[src/sv/flvtf_pkg.sv]
package flvtf_pkg;

    localparam int QDepth     = 4;
    localparam int QPtrW      = $clog2(QDepth);
    localparam int QCountW    = $clog2(QDepth + 1);
    localparam int MaxResults = 20;
    localparam int PosW       = $clog2(MaxResults);

    localparam logic       KindDescriptor = 1'b0;
    localparam logic       KindPayload    = 1'b1;
    localparam logic [7:0] TagTypeVideo   = 8'h09;
    localparam logic [7:0] TagTypeAudio   = 8'h08;
    localparam logic [7:0] VideoKeyHdr    = 8'h17;
    localparam logic [7:0] VideoInterHdr  = 8'h27;
    localparam logic [7:0] AudioAacHdr    = 8'haf;
    localparam logic [7:0] PacketSeqHdr   = 8'h00;
    localparam logic [7:0] PacketRaw      = 8'h01;
    localparam logic [7:0] StreamIdByte   = 8'h00;

    localparam logic [2:0] VideoCodecLen  = 3'd5;
    localparam logic [2:0] AudioCodecLen  = 3'd2;
    localparam int         TagHdrLen      = 11;
    localparam logic [4:0] VideoHdrBytes  = 5'(TagHdrLen + 5);
    localparam logic [4:0] AudioHdrBytes  = 5'(TagHdrLen + 2);
    localparam int         TrailerLen     = 4;

    typedef struct packed {
        logic        kind;
        logic        is_video;
        logic        key_frame;
        logic        codec_config;
        logic [31:0] present_time;
        logic [31:0] decode_time;
        logic [23:0] payload_length;
        logic [7:0]  data_byte;
    } in_t;

    typedef struct packed {
        logic [7:0] out_byte;
        logic       tag_end;
    } out_t;

    // one unit of work for the back end: a full tag header or one payload byte
    typedef struct packed {
        logic        is_hdr;
        logic        is_video;
        logic        key_frame;
        logic        codec_config;
        logic        trailer;
        logic [23:0] data_size;
        logic [31:0] decode_time;
        logic [23:0] time_offset;
        logic [7:0]  data_byte;
        logic [31:0] tag_size;
    } job_t;

    typedef struct packed {
        logic full;
        logic empty;
    } q_status_t;

endpackage

[src/sv/flvtf_front.sv]
module flvtf_front (
    input  logic                  aclk,
    input  logic                  aresetn,
    input  logic                  s_valid,
    output logic                  s_ready,
    input  flvtf_pkg::in_t        s_data,
    input  flvtf_pkg::q_status_t  q_status,
    output logic                  push,
    output flvtf_pkg::job_t       push_job
);

    logic [23:0] bytes_left_reg, bytes_left_next;
    logic [31:0] tag_size_reg, tag_size_next;
    logic        accept;
    logic        is_desc;
    logic [31:0] diff_pd, diff_dp;
    logic [23:0] time_offset;
    logic [23:0] data_size;
    logic [31:0] new_tag_size;

    assign s_ready = !q_status.full;
    assign accept  = s_valid && s_ready;
    assign is_desc = (s_data.kind == flvtf_pkg::KindDescriptor);

    assign diff_pd     = s_data.present_time - s_data.decode_time;
    assign diff_dp     = s_data.decode_time - s_data.present_time;
    assign time_offset = (s_data.present_time >= s_data.decode_time) ?
                         diff_pd[23:0] : diff_dp[23:0];

    assign data_size = s_data.payload_length + {21'd0, s_data.is_video ?
                       flvtf_pkg::VideoCodecLen : flvtf_pkg::AudioCodecLen};
    assign new_tag_size = {8'd0, s_data.payload_length} + {27'd0, s_data.is_video ?
                          flvtf_pkg::VideoHdrBytes : flvtf_pkg::AudioHdrBytes};

    // drop stray payload bytes that arrive outside a tag
    assign push = accept && (is_desc || (bytes_left_reg != 24'd0));

    always_comb begin
        push_job              = '0;
        push_job.is_hdr       = is_desc;
        push_job.is_video     = s_data.is_video;
        push_job.key_frame    = s_data.key_frame;
        push_job.codec_config = s_data.codec_config;
        push_job.data_size    = data_size;
        push_job.decode_time  = s_data.decode_time;
        push_job.time_offset  = time_offset;
        push_job.data_byte    = s_data.data_byte;
        if (is_desc) begin
            push_job.trailer  = (s_data.payload_length == 24'd0);
            push_job.tag_size = new_tag_size;
        end else begin
            push_job.trailer  = (bytes_left_reg == 24'd1);
            push_job.tag_size = tag_size_reg;
        end
    end

    always_comb begin
        bytes_left_next = bytes_left_reg;
        tag_size_next   = tag_size_reg;
        if (accept) begin
            if (is_desc) begin
                bytes_left_next = s_data.payload_length;
                tag_size_next   = new_tag_size;
            end else if (bytes_left_reg != 24'd0) begin
                bytes_left_next = bytes_left_reg - 24'd1;
            end
        end
    end

    always_ff @(posedge aclk) begin
        if (!aresetn) begin
            bytes_left_reg <= '0;
            tag_size_reg   <= '0;
        end else begin
            bytes_left_reg <= bytes_left_next;
            tag_size_reg   <= tag_size_next;
        end
    end

endmodule

[src/sv/flvtf_queue.sv]
module flvtf_queue (
    input  logic                  aclk,
    input  logic                  aresetn,
    input  logic                  push,
    input  flvtf_pkg::job_t       push_job,
    input  logic                  pop,
    output flvtf_pkg::job_t       head_job,
    output flvtf_pkg::q_status_t  q_status
);

    flvtf_pkg::job_t mem_reg [flvtf_pkg::QDepth];
    logic [flvtf_pkg::QPtrW-1:0]   wr_ptr_reg, wr_ptr_next;
    logic [flvtf_pkg::QPtrW-1:0]   rd_ptr_reg, rd_ptr_next;
    logic [flvtf_pkg::QCountW-1:0] count_reg, count_next;
    logic                          do_push, do_pop;

    assign q_status.full  = (count_reg == flvtf_pkg::QCountW'(flvtf_pkg::QDepth));
    assign q_status.empty = (count_reg == '0);
    assign do_push  = push && !q_status.full;
    assign do_pop   = pop && !q_status.empty;
    assign head_job = mem_reg[rd_ptr_reg];

    always_comb begin
        wr_ptr_next = wr_ptr_reg;
        rd_ptr_next = rd_ptr_reg;
        count_next  = count_reg;
        if (do_push) begin
            wr_ptr_next = (wr_ptr_reg == flvtf_pkg::QPtrW'(flvtf_pkg::QDepth - 1)) ?
                          '0 : wr_ptr_reg + 1'b1;
        end
        if (do_pop) begin
            rd_ptr_next = (rd_ptr_reg == flvtf_pkg::QPtrW'(flvtf_pkg::QDepth - 1)) ?
                          '0 : rd_ptr_reg + 1'b1;
        end
        if (do_push && !do_pop) begin
            count_next = count_reg + 1'b1;
        end else if (!do_push && do_pop) begin
            count_next = count_reg - 1'b1;
        end
    end

    always_ff @(posedge aclk) begin
        if (!aresetn) begin
            wr_ptr_reg <= '0;
            rd_ptr_reg <= '0;
            count_reg  <= '0;
        end else begin
            wr_ptr_reg <= wr_ptr_next;
            rd_ptr_reg <= rd_ptr_next;
            count_reg  <= count_next;
        end
    end

    always_ff @(posedge aclk) begin
        if (do_push) begin
            mem_reg[wr_ptr_reg] <= push_job;
        end
    end

endmodule

[src/sv/flvtf_back.sv]
module flvtf_back (
    input  logic                  aclk,
    input  logic                  aresetn,
    input  flvtf_pkg::job_t       head_job,
    input  flvtf_pkg::q_status_t  q_status,
    output logic                  pop,
    output logic                  m_valid,
    input  logic                  m_ready,
    output flvtf_pkg::out_t       m_data
);

    logic [flvtf_pkg::PosW-1:0] pos_reg, pos_next;
    logic                       m_valid_reg, m_valid_next;
    flvtf_pkg::out_t            m_data_reg, m_data_next;
    logic                       load;
    logic [4:0]                 body_len;
    logic [flvtf_pkg::PosW-1:0] last_pos;
    logic                       at_last;
    logic [flvtf_pkg::PosW-1:0] trl_off;
    logic [1:0]                 trl_idx;
    logic [7:0]                 body_byte;
    logic [7:0]                 trl_byte;
    logic [7:0]                 ptype;
    flvtf_pkg::out_t            cur_out;

    assign load = !q_status.empty && (!m_valid_reg || m_ready);

    assign body_len = !head_job.is_hdr ? 5'd1 :
                      (head_job.is_video ? flvtf_pkg::VideoHdrBytes
                                         : flvtf_pkg::AudioHdrBytes);
    assign last_pos = flvtf_pkg::PosW'(body_len) - 1'b1 +
                      (head_job.trailer ? flvtf_pkg::PosW'(flvtf_pkg::TrailerLen)
                                        : '0);
    assign at_last  = (pos_reg == last_pos);
    assign trl_off  = pos_reg - flvtf_pkg::PosW'(body_len);
    assign trl_idx  = trl_off[1:0];
    assign ptype    = head_job.codec_config ? flvtf_pkg::PacketSeqHdr
                                            : flvtf_pkg::PacketRaw;

    always_comb begin
        body_byte = flvtf_pkg::StreamIdByte;
        if (!head_job.is_hdr) begin
            body_byte = head_job.data_byte;
        end else begin
            case (pos_reg)
                5'd0:  body_byte = head_job.is_video ? flvtf_pkg::TagTypeVideo
                                                     : flvtf_pkg::TagTypeAudio;
                5'd1:  body_byte = head_job.data_size[23:16];
                5'd2:  body_byte = head_job.data_size[15:8];
                5'd3:  body_byte = head_job.data_size[7:0];
                5'd4:  body_byte = head_job.decode_time[23:16];
                5'd5:  body_byte = head_job.decode_time[15:8];
                5'd6:  body_byte = head_job.decode_time[7:0];
                5'd7:  body_byte = head_job.decode_time[31:24];
                5'd11: begin
                    if (!head_job.is_video) begin
                        body_byte = flvtf_pkg::AudioAacHdr;
                    end else begin
                        body_byte = head_job.key_frame ? flvtf_pkg::VideoKeyHdr
                                                       : flvtf_pkg::VideoInterHdr;
                    end
                end
                5'd12: body_byte = ptype;
                5'd13: body_byte = head_job.time_offset[23:16];
                5'd14: body_byte = head_job.time_offset[15:8];
                5'd15: body_byte = head_job.time_offset[7:0];
                default: body_byte = flvtf_pkg::StreamIdByte;
            endcase
        end
    end

    always_comb begin
        case (trl_idx)
            2'd0:    trl_byte = head_job.tag_size[31:24];
            2'd1:    trl_byte = head_job.tag_size[23:16];
            2'd2:    trl_byte = head_job.tag_size[15:8];
            default: trl_byte = head_job.tag_size[7:0];
        endcase
    end

    always_comb begin
        if (pos_reg >= flvtf_pkg::PosW'(body_len)) begin
            cur_out.out_byte = trl_byte;
            cur_out.tag_end  = (trl_idx == 2'd3);
        end else begin
            cur_out.out_byte = body_byte;
            cur_out.tag_end  = 1'b0;
        end
    end

    assign pop = load && at_last;

    always_comb begin
        pos_next     = pos_reg;
        m_valid_next = m_valid_reg;
        m_data_next  = m_data_reg;
        if (load) begin
            m_valid_next = 1'b1;
            m_data_next  = cur_out;
            pos_next     = at_last ? '0 : pos_reg + 1'b1;
        end else if (m_ready) begin
            m_valid_next = 1'b0;
        end
    end

    always_ff @(posedge aclk) begin
        if (!aresetn) begin
            pos_reg     <= '0;
            m_valid_reg <= 1'b0;
        end else begin
            pos_reg     <= pos_next;
            m_valid_reg <= m_valid_next;
        end
    end

    always_ff @(posedge aclk) begin
        m_data_reg <= m_data_next;
    end

    assign m_valid = m_valid_reg;
    assign m_data  = m_data_reg;

    a_pos_range: assert property (@(posedge aclk) disable iff (!aresetn)
        pos_reg <= flvtf_pkg::PosW'(flvtf_pkg::MaxResults - 1))
        else $error("byte position beyond longest tag");

    a_mid_job_head: assert property (@(posedge aclk) disable iff (!aresetn)
        pos_reg != '0 |-> !q_status.empty)
        else $error("job in progress without queue entry");

    a_end_restarts: assert property (@(posedge aclk) disable iff (!aresetn)
        (load && cur_out.tag_end) |=> (pos_reg == '0))
        else $error("position not reset after trailer");

    a_pop_on_last: assert property (@(posedge aclk) disable iff (!aresetn)
        pop |-> (load && at_last))
        else $error("queue popped before last byte of job");

endmodule

[src/sv/flv_tag_framer.sv]
// FLV tag framer.
// Input channel (s_valid/s_ready/s_data) takes two kinds of transactions:
// a frame descriptor (kind 0) that opens a tag, and payload bytes (kind 1).
// Output channel (m_valid/m_ready/m_data) carries the tag byte stream, one
// byte per transaction, with tag_end set on the last trailer byte.
// A descriptor yields 16 bytes for video or 13 for audio (tag header plus
// codec bytes); a payload byte yields itself. The final payload byte, or a
// descriptor with zero length, adds a 4-byte previous-tag-size trailer.
// Payload bytes with no open tag are accepted and dropped.
// An accepted transaction goes into the job queue; its bytes leave through
// the single output byte register, one byte per cycle while m_ready is high
// and a job is queued. The input takes one transaction per cycle while the
// 4-entry job queue has room, so a descriptor's header burst backs up input.
// When m_ready is low the output byte holds and the queue fills, then
// s_ready drops. Reset (aresetn low, synchronous) empties the queue, clears
// the output valid and closes any open tag.
module flv_tag_framer (
    input  logic                aclk,
    input  logic                aresetn,
    input  logic                s_valid,
    output logic                s_ready,
    input  flvtf_pkg::in_t      s_data,
    output logic                m_valid,
    input  logic                m_ready,
    output flvtf_pkg::out_t     m_data
);

    flvtf_pkg::q_status_t q_status;
    flvtf_pkg::job_t      push_job;
    flvtf_pkg::job_t      head_job;
    logic                 push;
    logic                 pop;

    flvtf_front u_front (
        .aclk     (aclk),
        .aresetn  (aresetn),
        .s_valid  (s_valid),
        .s_ready  (s_ready),
        .s_data   (s_data),
        .q_status (q_status),
        .push     (push),
        .push_job (push_job)
    );

    flvtf_queue u_queue (
        .aclk     (aclk),
        .aresetn  (aresetn),
        .push     (push),
        .push_job (push_job),
        .pop      (pop),
        .head_job (head_job),
        .q_status (q_status)
    );

    flvtf_back u_back (
        .aclk     (aclk),
        .aresetn  (aresetn),
        .head_job (head_job),
        .q_status (q_status),
        .pop      (pop),
        .m_valid  (m_valid),
        .m_ready  (m_ready),
        .m_data   (m_data)
    );

endmodule

[config.mk]
export PLATFORM = sky130hd
export DESIGN_NAME = flv_tag_framer
export DESIGN_NICKNAME = d
export VERILOG_FILES = /design/src/sv/flvtf_pkg.sv /design/src/sv/flvtf_front.sv /design/src/sv/flvtf_queue.sv /design/src/sv/flvtf_back.sv /design/src/sv/flv_tag_framer.sv
export SDC_FILE = /design/constraint.sdc
export NUM_CORES = 1
export LEC_CHECK = 0
export BUFFER_PORTS_ARGS = -buffer_cell sky130_fd_sc_hd__buf_2
export CORE_ASPECT_RATIO = 1.2
export CORE_MARGIN = 2
export CORE_UTILIZATION = 62
export CTS_BUF_LIST = sky130_fd_sc_hd__clkbuf_4 sky130_fd_sc_hd__clkbuf_8 sky130_fd_sc_hd__clkbuf_16
export DETAILED_ROUTE_END_ITERATION = 12
export HOLD_SLACK_MARGIN = 0.05
export PLACE_DENSITY = 0.8
export SYNTH_ARGS = -nofsm -noshare
export SYNTH_HDL_FRONTEND = slang
export SYNTH_SLANG_ARGS = --single-unit
[constraint.sdc]
create_clock -name aclk -period 6.4 [get_ports aclk]
set_input_delay 0.64 -clock aclk [delete_from_list [all_inputs] [get_ports aclk]]
set_output_delay 0.64 -clock aclk [all_outputs]
set_load 0.03 [all_outputs]
==> impl_metrics.toml <==
[power_and_ir_drop]
p_total_mw = 10.8
leakagePower_nw = 10.5
p_per_area_mw_per_mm2 = 364
ir_worst_vdd_uv = 284

[cells_and_area]
fillers = 2766
largest_reg_flops = 500
fin_cells = 2523
drive_above_1_share_pct = 20.5
syn_to_final_growth_pct = 10.6
nets = 2114

[clocking]
cts_root_buf = "clkbuf_16"
cts_hold_buf = 0
htreeDepth = 2
clk_latency_ns = 0.62
cts_tree = "built"
postCtsSetupBuffers = 0
postCtsResizedCells = 0
clkTransAtPathRegs_ns = 0.07
numCtsBuffers = 53
cts_num_sinks = 580
cts_max_path_buffers = 3

[sta]
hold_viol = 0
rsz0062_at_grt = "no"
hold_slack_ns = 0.243
max_freq_mhz = 236
min_period_ns = 4.24
tns_ns = 0
slew_violations = 0
worstMarginPinSlew_ns = 1.29
clock_skew_ns = 0.0351
period_share_pct = 66.3
setup_viol = 0
slew_headroom_pct = 13.9

[worst_setup_path]
end_kind = "flip-flop"
start_kind = "flip-flop"
critPathRequiredTime_ns = 6.89
reg2reg_slack_ns = 2.16
slowest_delay_ns = 0.60
endpoint = "u_queue.count_reg[2]"
reg2regPathDepth = 13
crit_path_cell_trace = "buf_4, mux4_2, inv_1, fa_1, xnor2_1, nor3_1, nand3_1, ha_1, inv_1, fa_1, xor2_1, or3_1, a21boi_0"
worstReg2RegEnd = "u_queue.count_reg[2]"
path_max_fanout = 32
arrival_ns = 4.73
cp_slowest_cell = "buf_4"
path_class = "flip-flop to flip-flop"

[synthesis]
synth_edf_count = 509
synth_xor_xnor_area_share_pct = 2.41
synthSimpleGateAreaFrac_pct = 8.16
synth_warnings = 0
synthArstFlopShare_pct = 0
synthMuxAreaShare_pct = 12.6
yosysSeqAreaShare_pct = 62.1
synth_area_mm2 = 0.0269
synth_top_family_by_area = "multiplexers"
synthAdderAreaFrac_pct = 4.14
ys_ff_latch = 580
syn-num-nets = 2044
syn_avg_cell_area_um2 = 14.5
ys.flop_type = "edfxtp_1"
synth_compound_area_share_pct = 7.51
synth_cells = 1854
ys_types = 74

[routing]
ant_nets = 0
drtIter0Drc = 1683
wire_per_inst_um = 26.6
drt_wl_total_mm = 67.2
drt_first_pass_iters = 8
num_vias = 16900
viasPerCell = 6.69
drc_errors = 0

[global_route]
grt.total_usage_pct = 30.0
overflow = 0
grt_first_pass_wirelength_mm = 101
antenna_found_initial = 4
grt_max_degree = 126
grt_pass1_vias = 16800

[place]
dp_cells = 2421
dp_hpwl_mm = 42.8
gp_congestion = 0.927
io_buffers = 114

[worst_hold_path]
min_path_type = "primary input to flip-flop"

[floorplanning]
die_h_um = 232
die_area_mm2 = 0.0451
initial_utilization_pct = 62.9
num_rows = 83
io_pins = 115
core_mm2 = 0.0428
die_width_um = 194

[run_status]
status = "complete, no violations"

[flow_run]
max_cap_violations = 0
-- layer usage --
layer / routed length, µm / share of wire, % / vias to the layer above / GRT usage [%]
met3: 5330 / 7.9 / 156 / 4.50
met1: 25000 / 37 / 8466 / 38.6
met5: 16 / 0.024 / - / 0
met2: 33800 / 50 / 989 / 51.3
li1: - / - / 7271 / -
met4: 2940 / 4.4 / 2 / 12.6
-- logic make-up (layout without fill, tap and decap cells) --
kind of cell	after synthesis	count (layout)
AOI/OAI and AO/OA	305	305
and+or+nand+nor	434	434
buffers and inverters	206	320
other	0	3
muxes	169	169
adders and majority gates	86	86
DFF	580	580
xor gates and xnor gates	74	74
-- critical path: cells and delay by family (launching register included) --
family | cells | cell delay (ns)
adder cells (fa/ha/maj) | 3 | 1.02
buffers and inverters | 3 | 0.75
AND/OR/NAND/NOR | 3 | 0.60
multiplexers | 1 | 0.58
flip-flops | 1 | 0.56
XOR/XNOR | 2 | 0.32
AO/OA/AOI/OAI | 1 | 0.25
-- cell usage in the layout (no fill, tap or decap), types with 17 or more instances in the layout --
| cell | netlist | routed |
|---|---|---|
| a32oi_1 | 20 | 20 |
| a21oi_1 | 80 | 79 |
| nand4_1 | 22 | 22 |
| mux4_2 | 133 | 133 |
| dfxtp_1 | 71 | 69 |
| nor2b_1 | 20 | 20 |
| nor3_1 | 18 | 17 |
| clkbuf_16 | 0 | 53 |
| nor3b_1 | 18 | 18 |
| nor2_1 | 111 | 111 |
| nand2_1 | 90 | 90 |
| buf_2 | 25 | 114 |
| xnor2_1 | 40 | 40 |
| edfxtp_1 | 509 | 509 |
| o21ai_0 | 57 | 57 |
| nand3_1 | 58 | 58 |
| a31oi_1 | 17 | 17 |
| mux2_2 | 20 | 20 |
| and2_1 | 29 | 25 |
| and3_1 | 20 | 20 |
| inv_1 | 89 | 89 |
| a21o_1 | 31 | 31 |
| xor2_1 | 34 | 34 |
| ha_1 | 81 | 81 |
-- cell type report --
cell class | count | area (µm²) | area share, %
diodes | 3 | 7.51 | 0.0252
inverters | 90 | 338 | 1.14
flip-flops and latches | 580 | 16700 | 56.2
multi-input cells | 1068 | 9380 | 31.5
clock buffers | 65 | 1450 | 4.87
well taps | 552 | 691 | 2.32
repair buffers | 131 | 748 | 2.51
clock inverters | 34 | 430 | 1.45
-- per-stage QoR --
stage	setup WS, ns	utilization (%)	instance area, µm²
CTS	2.16	69.5	29700
detailed placement	2.22	65.1	27900
global route	1.89	69.5	29700
global placement	2.32	65.1	27900
finish	2.16	69.5	29800
floorplan	1.44	-	26900
-- worst min-delay path by stage --
stage                                   startpoint  cells past startpoint                        to
after floorplan            u_front.tag_size_reg[1]                      2   u_front.tag_size_reg[1]
after global placement     u_front.tag_size_reg[1]                      2   u_front.tag_size_reg[1]
after detailed placement  u_front.tag_size_reg[30]                      1  u_front.tag_size_reg[30]
after CTS                                s_data[7]                      1    u_queue.mem_reg[0][39]
after global routing                     s_data[5]                      1    u_queue.mem_reg[2][37]
final                                    s_data[5]                      1    u_queue.mem_reg[3][37]
-- synth_stat cells (4+ instances only) --
cell / n / area share, %
edfxtp_1: 509 / 57
mux4_2: 133 / 11
nor2_1: 111 / 1.5
nand2_1: 90 / 1.3
inv_1: 89 / 1.2
ha_1: 81 / 3.8
a21oi_1: 80 / 1.5
clkbuf_1: 74 / 1.0
dfxtp_1: 71 / 5.3
nand3_1: 58 / 1.1
o21ai_0: 57 / 1.1
xnor2_1: 40 / 1.3
xor2_1: 34 / 1.1
a21o_1: 31 / 0.86
and2_1: 29 / 0.67
buf_2: 25 / 0.46
nand4_1: 22 / 0.51
a32oi_1: 20 / 0.65
and3_1: 20 / 0.46
mux2_2: 20 / 0.84
nor2b_1: 20 / 0.46
nor3_1: 18 / 0.33
nor3b_1: 18 / 0.50
a31oi_1: 17 / 0.40
mux2i_1: 16 / 0.60
a21boi_0: 13 / 0.36
nor4_1: 11 / 0.26
or3_1: 10 / 0.23
buf_1: 9 / 0.13
a22oi_1: 8 / 0.22
a211oi_1: 7 / 0.20
nand2b_1: 7 / 0.16
o211ai_1: 7 / 0.20
o22ai_1: 7 / 0.16
o2bb2ai_1: 7 / 0.23
o21a_1: 6 / 0.17
buf_4: 5 / 0.14
fa_1: 5 / 0.37
o21bai_1: 5 / 0.14
or4_1: 5 / 0.14
a2111oi_0: 4 / 0.13
a41oi_1: 4 / 0.13
o21ai_1: 4 / 0.074
-- where the power goes --
| group | switching, mW | total, mW | internal (mW) |
|---|---|---|---|
| Clock | 1.40 | 3.35 | 1.95 |
| Combinational | 1.57 | 2.56 | 0.991 |
| Sequential | 0.204 | 4.91 | 4.71 |
(Power assumes the default switching activity.)
